`src/spq_pkg.sv`:
```
`timescale 1ns / 1ps
`default_nettype none

package spq_pkg;

  // Fixed field widths of the command and result words
  localparam int unsigned ItemW   = 32;
  localparam int unsigned PrioW   = 16;
  localparam int unsigned StatusW = 2;

  // Command codes
  localparam logic ModeInsert = 1'b0;
  localparam logic ModeRemove = 1'b1;

  // Result status codes
  localparam logic [StatusW-1:0] StOk    = 2'd0;
  localparam logic [StatusW-1:0] StEmpty = 2'd1;
  localparam logic [StatusW-1:0] StFull  = 2'd2;

  // Per-cycle operation broadcast to every cell
  typedef struct packed {
    logic ins;  // insert, queue known not full
    logic rem;  // remove, queue known not empty
  } cell_cmd_t;

endpackage

`default_nettype wire

```
`src/sorted_priority_queue.sv`:
```
`timescale 1ns / 1ps
`default_nettype none

// Sorted minimum-priority queue built as a row of QUEUE_DEPTH compare/shift cells.
//
// Command channel: a word is taken at a rising edge with start_i high and busy_o
// low. mode_i selects insert or remove; item_in_i / prio_in_i carry the entry
// on insert and are ignored on remove. busy_o is always low: every command
// finishes in the cycle it is taken, so one command per cycle is sustained.
//
// Result channel: exactly one result word per command, shown for one cycle with
// done_o high, in the cycle after the command edge. The result comes
// from an output register; the receiver cannot stall and must take it then.
//
// Each cell compares the incoming priority with its own in parallel; the cells
// at or past the insert point shift one place toward the tail, a remove shifts
// the whole row toward the head. Equal priorities keep arrival order.
// Insert into a full queue and remove from an empty one leave the queue as is
// and report StFull / StEmpty. item_out_o / prio_out_o are zero unless the
// word is a successful remove. now_empty_o is the state after the command.
//
// Reset clears every cell's valid flag (queue empty) and the result strobe.
// No clearing pass: stored item and priority bits are only read when valid.
module sorted_priority_queue #(
  parameter int unsigned QUEUE_DEPTH = 16,
  parameter int unsigned ITEM_BITS   = 32,
  parameter int unsigned PRIO_BITS   = 16
) (
  input  wire                              clk_i,
  input  wire                              rst_ni,
  input  wire                              start_i,
  output logic                             busy_o,
  input  wire                              mode_i,
  input  wire  [spq_pkg::ItemW-1:0]        item_in_i,
  input  wire  [spq_pkg::PrioW-1:0]        prio_in_i,
  output logic                             done_o,
  output logic [spq_pkg::ItemW-1:0]        item_out_o,
  output logic [spq_pkg::PrioW-1:0]        prio_out_o,
  output logic [spq_pkg::StatusW-1:0]      status_o,
  output logic                             now_empty_o
);
  import spq_pkg::*;

  typedef logic [ITEM_BITS-1:0] item_t;
  typedef logic [PRIO_BITS-1:0] prio_t;

  // Cell row taps
  logic  [QUEUE_DEPTH-1:0] go_w;
  logic  [QUEUE_DEPTH-1:0] valid_w;
  item_t                   item_w [QUEUE_DEPTH];
  prio_t                   prio_w [QUEUE_DEPTH];

  item_t     new_item;
  prio_t     new_prio;
  logic      accept;
  logic      full, empty;
  cell_cmd_t cmd;

  // Result word registers
  logic                done_q;
  logic [ItemW-1:0]    item_out_q, item_out_d;
  logic [PrioW-1:0]    prio_out_q, prio_out_d;
  logic [StatusW-1:0]  status_q, status_d;
  logic                now_empty_q, now_empty_d;

  assign busy_o   = 1'b0;
  assign accept   = start_i && !busy_o;
  assign new_item = item_t'(item_in_i);
  assign new_prio = prio_t'(prio_in_i);

  // Valid flags fill from the head, so head/tail flags give empty/full
  assign empty = !valid_w[0];
  assign full  = valid_w[QUEUE_DEPTH-1];

  assign cmd.ins = accept && (mode_i == ModeInsert) && !full;
  assign cmd.rem = accept && (mode_i == ModeRemove) && !empty;

  for (genvar c = 0; c < QUEUE_DEPTH; c++) begin : g_cell
    logic  left_go, left_valid, right_valid;
    item_t left_item, right_item;
    prio_t left_prio, right_prio;

    if (c == 0) begin : g_head
      assign left_go    = 1'b0;
      assign left_valid = 1'b0;
      assign left_item  = new_item;
      assign left_prio  = new_prio;
    end else begin : g_mid_l
      assign left_go    = go_w[c-1];
      assign left_valid = valid_w[c-1];
      assign left_item  = item_w[c-1];
      assign left_prio  = prio_w[c-1];
    end

    if (c == QUEUE_DEPTH - 1) begin : g_tail
      assign right_valid = 1'b0;
      assign right_item  = item_w[c];
      assign right_prio  = prio_w[c];
    end else begin : g_mid_r
      assign right_valid = valid_w[c+1];
      assign right_item  = item_w[c+1];
      assign right_prio  = prio_w[c+1];
    end

    spq_cell #(
      .ITEM_BITS (ITEM_BITS),
      .PRIO_BITS (PRIO_BITS)
    ) u_cell (
      .clk_i         (clk_i),
      .rst_ni        (rst_ni),
      .cmd_i         (cmd),
      .new_item_i    (new_item),
      .new_prio_i    (new_prio),
      .left_go_i     (left_go),
      .left_valid_i  (left_valid),
      .left_item_i   (left_item),
      .left_prio_i   (left_prio),
      .right_valid_i (right_valid),
      .right_item_i  (right_item),
      .right_prio_i  (right_prio),
      .go_o          (go_w[c]),
      .valid_o       (valid_w[c]),
      .item_o        (item_w[c]),
      .prio_o        (prio_w[c])
    );
  end

  // Result word for the command taken this cycle
  always_comb begin
    item_out_d  = '0;
    prio_out_d  = '0;
    status_d    = StOk;
    now_empty_d = 1'b0;
    if (mode_i == ModeInsert) begin
      if (full) begin
        status_d = StFull;
      end
    end else begin
      if (empty) begin
        status_d    = StEmpty;
        now_empty_d = 1'b1;
      end else begin
        item_out_d  = ItemW'(item_w[0]);
        prio_out_d  = PrioW'(prio_w[0]);
        now_empty_d = !valid_w[1];
      end
    end
  end

  always_ff @(posedge clk_i or negedge rst_ni) begin
    if (!rst_ni) begin
      done_q <= 1'b0;
    end else begin
      done_q <= accept;
    end
  end

  always_ff @(posedge clk_i) begin
    if (accept) begin
      item_out_q  <= item_out_d;
      prio_out_q  <= prio_out_d;
      status_q    <= status_d;
      now_empty_q <= now_empty_d;
    end
  end

  assign done_o      = done_q;
  assign item_out_o  = item_out_q;
  assign prio_out_o  = prio_out_q;
  assign status_o    = status_q;
  assign now_empty_o = now_empty_q;

  // Valid flags stay packed toward the head
  a_valid_packed: assert property (@(posedge clk_i) disable iff (!rst_ni)
    (((valid_w >> 1) & ~valid_w) == '0))
    else $error("valid flags not contiguous from head");

  // Head pair stays in priority order
  a_head_sorted: assert property (@(posedge clk_i) disable iff (!rst_ni)
    valid_w[1] |-> (prio_w[0] <= prio_w[1]))
    else $error("head entries out of order");

  // A taken insert into a non-full queue leaves it non-empty
  a_insert_fills: assert property (@(posedge clk_i) disable iff (!rst_ni)
    cmd.ins |=> (valid_w[0] && done_o && status_o == StOk && !now_empty_o))
    else $error("insert did not land");

  // Empty-queue report agrees with the cell row
  a_empty_report: assert property (@(posedge clk_i) disable iff (!rst_ni)
    (done_o && now_empty_o) |-> !valid_w[0])
    else $error("now_empty disagrees with queue contents");

  // Refused insert leaves the row full
  a_full_hold: assert property (@(posedge clk_i) disable iff (!rst_ni)
    (accept && mode_i == ModeInsert && full) |=> (full && status_o == StFull))
    else $error("refused insert changed the queue");

endmodule

`default_nettype wire

```
`src/spq_cell.sv`:
```
`timescale 1ns / 1ps
`default_nettype none

module spq_cell #(
  parameter int unsigned ITEM_BITS = 32,
  parameter int unsigned PRIO_BITS = 16
) (
  input  wire                   clk_i,
  input  wire                   rst_ni,
  input  spq_pkg::cell_cmd_t    cmd_i,
  // new entry, broadcast
  input  wire [ITEM_BITS-1:0]   new_item_i,
  input  wire [PRIO_BITS-1:0]   new_prio_i,
  // left neighbor (toward head)
  input  wire                   left_go_i,
  input  wire                   left_valid_i,
  input  wire [ITEM_BITS-1:0]   left_item_i,
  input  wire [PRIO_BITS-1:0]   left_prio_i,
  // right neighbor (toward tail)
  input  wire                   right_valid_i,
  input  wire [ITEM_BITS-1:0]   right_item_i,
  input  wire [PRIO_BITS-1:0]   right_prio_i,
  // this cell's contents
  output logic                  go_o,
  output logic                  valid_o,
  output logic [ITEM_BITS-1:0]  item_o,
  output logic [PRIO_BITS-1:0]  prio_o
);
  import spq_pkg::*;

  logic                 valid_q, valid_d;
  logic [ITEM_BITS-1:0] item_q, item_d;
  logic [PRIO_BITS-1:0] prio_q, prio_d;

  // New entry belongs at or before this cell: strict compare keeps FIFO order on ties
  assign go_o = !valid_q || (new_prio_i < prio_q);

  always_comb begin
    valid_d = valid_q;
    item_d  = item_q;
    prio_d  = prio_q;
    if (cmd_i.ins && go_o) begin
      if (left_go_i) begin
        valid_d = left_valid_i;
        item_d  = left_item_i;
        prio_d  = left_prio_i;
      end else begin
        valid_d = 1'b1;
        item_d  = new_item_i;
        prio_d  = new_prio_i;
      end
    end else if (cmd_i.rem) begin
      valid_d = right_valid_i;
      item_d  = right_item_i;
      prio_d  = right_prio_i;
    end
  end

  always_ff @(posedge clk_i or negedge rst_ni) begin
    if (!rst_ni) begin
      valid_q <= 1'b0;
    end else begin
      valid_q <= valid_d;
    end
  end

  always_ff @(posedge clk_i) begin
    item_q <= item_d;
    prio_q <= prio_d;
  end

  assign valid_o = valid_q;
  assign item_o  = item_q;
  assign prio_o  = prio_q;

endmodule

`default_nettype wire
```
`config.mk`:
```
export PLATFORM = sky130hd
export DESIGN_NAME = sorted_priority_queue
export DESIGN_NICKNAME = d
export VERILOG_FILES = /design/src/spq_pkg.sv /design/src/sorted_priority_queue.sv /design/src/spq_cell.sv
export SDC_FILE = /design/constraint.sdc
export NUM_CORES = 2
export LEC_CHECK = 0
export BUFFER_PORTS_ARGS = -buffer_cell sky130_fd_sc_hd__buf_2
export CORE_ASPECT_RATIO = 0.75
export CORE_MARGIN = 1
export CORE_UTILIZATION = 40
export CTS_CLUSTER_SIZE = 16
export DETAILED_ROUTE_END_ITERATION = 7
export GPL_TIMING_DRIVEN = 0
export HOLD_SLACK_MARGIN = 0.02
export REMOVE_ABC_BUFFERS = 1
export SLEW_MARGIN = 15
export SYNTH_ARGS = -nofsm -noshare
export SYNTH_HDL_FRONTEND = slang
export SYNTH_SLANG_ARGS = --single-unit
```
`constraint.sdc`:
```
create_clock -name clk_i -period 7.57 [get_ports clk_i]
set_clock_uncertainty 0.15 [all_clocks]
set_input_delay 1.514 -clock clk_i [delete_from_list [all_inputs] [get_ports clk_i]]
set_output_delay 1.514 -clock clk_i [all_outputs]
set_load 0.01 [all_outputs]
```
# Word level (Yosys, flattened, before mapping)
# Index checks and enable logic that the tools add are counted.
word_totals:
  reg_bits: 836
  in_bits: 52
op_classes:
  order_cmp: 16
  muxes: 141
  bitwise: 1
  n_reduce_logical: 69
op_table:
  columns: ["operator", "n"]
  rows:
  - ["$mux W32", 45]
  - ["$mux W16", 45]
  - ["$lt A16 B16 Y1", 16]
  - ["$mux W1", 49]
  - ["$reduce_bool A2 Y1", 16]
  - ["$logic_and A1 B1 Y1", 20]
  - ["$logic_not A1 Y1", 16]
  - ["$logic_or A1 B1 Y1", 16]
  - ["$mux W2", 2]
  - ["$reduce_and A2 Y1", 1]
  - ["$not A1 Y1", 1]

# Longest topological paths before layout
logic_depth:
  ltp_word: 5
  ltp_mapped: 11
  depth_no_buf: 8

# By module
# Synthesis repeated with hierarchy kept, for this count alone.
hier_totals:
  hier_cells: 3613
  area_unflattened_um2: 52992.1
modules_own_cells:
  columns: ["mod", "instances", "cells_per_inst", "area_per_inst_um2"]
  rows:
  - ["spq_cell at g_cell[0].u_cell ...", 8, 218, 3291.9]
  - ["spq_cell at g_cell[2].u_cell ...", 8, 219, 3086.7]
  - ["sorted_priority_queue", 1, 117, 1963.1]

# Worst setup path before layout
# No wires, ideal clock.
synth_timing:
  path_type: "in2reg"
  start: "input prio_in_i[6] in the netlist's numbering"
  end: "register g_cell[14].u_cell.item_q[0] (enable)"
  setup_ns: 0.520
  arrival_ns: 6.305
  required_ns: 6.900
  path_slack_ns: 0.595
  path_stages: 8
  cell_sequence: "ha_1 > a21o_1 > a221o_1 > nand2_1 > o211ai_1 > and2_1 > clkbuf_1 > o21ai_0"
synth_via:
  elab_chain_cells: 4
synth_lines:
  columns: ["item", "line_no", "text"]
  rows:
  - ["start, declared", "sorted_priority_queue.sv:35", "input wire [spq_pkg::PrioW-1:0] prio_in_i,"]
  - ["$lt A16 B16 Y1", "spq_cell.sv:36", "assign go_o = !valid_q || (new_prio_i < prio_q);"]
  - ["$logic_or A1 B1 Y1", "spq_cell.sv:36", null]
  - ["$logic_and A1 B1 Y1", "spq_cell.sv:42", "if (cmd_i.ins && go_o) begin"]
  - ["$reduce_bool A2 Y1 (no line)", null, null]
  - ["end signal, assigned", "spq_cell.sv:68", "item_q <= item_d;"]
  - ["end, declared", "spq_cell.sv:32", "logic [ITEM_BITS-1:0] item_q, item_d;"]
# Every way passes these cells.
# A chain may end at the register's enable or synchronous reset.

# Worst setup path after layout
layout_timing:
  start: "input prio_in_i[13] in the netlist's numbering"
  end: "register g_cell[14].u_cell.item_q[16] (enable)"
# Same word-level chain as after synthesis.

==> impl_metrics.tcl <==
set metrics [dict create \
    hpwl_um 100000 \
    cap_viol_max_count 0 \
    grt_pass1_wl_um 229000 \
    synthesis.area_um2 52600 \
    core_area_um2 130000 \
    slew_headroom_pct 25.0 \
    worst_r2r_endpoint "g_cell[14].u_cell.item_o[16]" \
    clk_pin_slew_worst_paths_ps 60 \
    via_per_inst 6.00 \
    yosysTopAreaCell "edfxtp_1" \
    peakVddDrop_v 0.000192 \
    routed-via-count 40700 \
    synth.most_common_cell "edfxtp_1" \
    cp-end-kind "flip-flop" \
    tightest_slew_ps 1120 \
    yosys-top-cells-area "edfxtp_1 (47%), mux2i_1 (13%), ha_1 (5.4%)" \
    rsz0062_at_grt "no" \
    rows 114 \
    ys_warn_count 0 \
    drtIter0Drc 3437 \
    synth_fa_ha_area_share_pct 5.35 \
    drc_errors 0 \
    cp-startpoint "prio_in_i[13]" \
    fin_ws_ps 1310 \
    status "finished clean" \
    hold_path_class "reg2reg" \
    cp-endpoint "g_cell[14].u_cell.item_o[16]" \
    crit_type "in2reg" \
    clockRootBuffer "clkbuf_16" \
    htree_num_levels 3 \
    port_buffers 103 \
    p_leak_nw 24.3 \
    synth_top_family_by_area "compound AO/OA/AOI/OAI gates" \
    clock_latency_ps 700 \
    post_drt_wl_per_cell_um 21.4 \
    post-place-ws_ps 703 \
    postCtsSetupRepairBufs 0 \
    async_reset_ff_share_pct 2.03 \
    ant_nets 0 \
    fin_setup_tns_ps 0 \
    cp.required_ps 7870 \
    synth-seq-area-share_pct 47.6 \
    die_w_um 421 \
    drt-total-wl_um 145000 \
    reg2reg_from "g_cell[14].u_cell.prio_o[15]" \
    initial_core_util_pct 40.6 \
    synth_edf_count 819 \
    dr.pass1.iters 6 \
    place.gp.congestion 0.826 \
    reg2reg_depth 16 \
    clockBufferDepth 3 \
    io_pins 105 \
    powerDensity_nw_per_um2 343 \
    setup_violations 0 \
    antenna_found_initial 5 \
    synth_top_area_share_pct 46.8 \
    ys.flop_type "edfxtp_1" \
    clock_sinks 836 \
    n_fill_cell 12100 \
    report.final.hold_viol_count 0 \
    yosysUniqueCellTypes 66 \
    die_h_um 316 \
    period_share_pct 82.7 \
    synth_common_cells "edfxtp_1 (819), mux2i_1 (673), a21oi_1 (499)" \
    postSynthCellCount 5135 \
    final_max_slew_viol_count 0 \
    nNetsFinal 5262 \
    worstHoldPathCells 1 \
    power_mw 20.2 \
    cts_buffers 85 \
    hold_buffers 0 \
    synthXorXnorAreaFrac_pct 0 \
    grt_usage_pct 21.4 \
    syn_to_final_growth_pct 12.0 \
    arrival_ps 6560 \
    die_area_um2 133000 \
    r2r_setup_slack_ps 2300 \
    max_freq_ghz 0.160 \
    ys_seq_elements 836 \
    yosys.area_share.simple_pct 8.95 \
    cp_max_fo 31 \
    fin_util_pct 45.4 \
    synth_mux_area_share_pct 14.0 \
    postCtsResizedCells 0 \
    startpoint_type "input pin" \
    cts_tree "built" \
    grt_max_degree 80 \
    finalCriticalPeriod_ps 6260 \
    synth_compound_area_share_pct 17.0 \
    drive_above_1_share_pct 10.3 \
    grt_pass1_vias 40400 \
    synth_area_per_cell_um2 10.2 \
    grt_overflow 0 \
]
==> sequential cells by signal (all words and copies together), names as in the netlist <==
register and count:
now_empty_o 1, item_out_o 32, status_o 2, g_cell.u_cell.valid_o 16
done_o 1, prio_out_o 16, g_cell.u_cell.item_o 512, g_cell.u_cell.prio_o 256
==> through the flow <==
step                instances  area (µm²)  hold WS, ps
CTS                      6793       58900          429
floorplan                4620       50400          352
finish                   6794       58900          432
global route             6794       58900          453
detailed placement       6638       56200          415
global placement         6463       53100          401
==> per-layer routing <==
layer	global-route usage, %	part of all wire [%]	up-vias
met5	0	0.023	-
met4	4.51	1.7	6
met3	3.05	5.5	186
met2	33.5	45	1169
met1	31.3	47	20500
li1	-	-	18900
==> critical path: stages <==
cell and delay (ps):
buf_2 590, ha_1 280, nand2_1 110, nor4_1 580
nand3_1 220, o211ai_1 740, buf_6 240, buf_4 170
buf_4 190, buf_4 210, buf_4 200, and2_2 470
buf_12 270, o21ai_4 200, buf_16 290, buf_16 170
==> final cells by class <==
cell class	instances	area (µm²)	share of cell area [%]
diodes	1	2.50	0.00425
clock buffers	108	2260	3.83
clock inverters	47	480	0.815
inverters	405	1530	2.59
multi-input cells	3379	24300	41.2
flip-flops and latches	836	25000	42.5
well taps	1740	2180	3.69
repair buffers	278	3170	5.39
==> logic make-up after synthesis <==
logic type      count (synthesis)
flops                         836
mux                           728
fa+ha+maj                     225
compound gates               1354
simple gates                 1071
other cells                     1
buf+inv                       920
==> report_power, final <==
| part | total, mW | leakage (nW) | internal [mW] | switching, mW |
|---|---|---|---|---|
| clock | 4.35 | 1.33 | 2.39 | 1.96 |
| combinational | 8.00 | 15.0 | 3.11 | 4.89 |
| sequential | 7.89 | 7.90 | 7.02 | 0.877 |
| total | 20.2 | 24.3 | 12.5 | 7.72 |
==> cells in the final DEF (no fill, tap or decap), types with 53 or more instances in the layout <==
cell / synthesis / routed
a31oi_1: 102 / 102
buf_2: 106 / 115
a211oi_1: 96 / 94
a2111oi_0: 62 / 62
inv_1: 403 / 400
mux2i_1: 673 / 673
clkbuf_16: 0 / 87
nor2_1: 466 / 465
a311oi_1: 188 / 188
buf_6: 13 / 55
nand2_1: 282 / 279
a21oi_1: 499 / 496
ha_1: 225 / 225
o32ai_1: 96 / 96
nand3_1: 161 / 160
mux2_2: 53 / 53
o21ai_0: 193 / 192
edfxtp_1: 819 / 819
==> how the worst min path moves through the flow <==
stage / from / end / slack (ps)
3_3_place_gp: g_cell[2].u_cell.valid_o / g_cell[1].u_cell.valid_o / 400
3_5_place_dp: g_cell[1].u_cell.item_o[4] / g_cell[0].u_cell.item_o[4] / 420
6_report: g_cell[1].u_cell.item_o[4] / g_cell[0].u_cell.item_o[4] / 430
5_1_grt: g_cell[1].u_cell.item_o[4] / g_cell[0].u_cell.item_o[4] / 450
4_1_cts: g_cell[1].u_cell.item_o[4] / g_cell[0].u_cell.item_o[4] / 430
2_1_floorplan: g_cell[15].u_cell.valid_o / g_cell[15].u_cell.valid_o / 350
No activity file was read; power rests on OpenSTA's default activity.
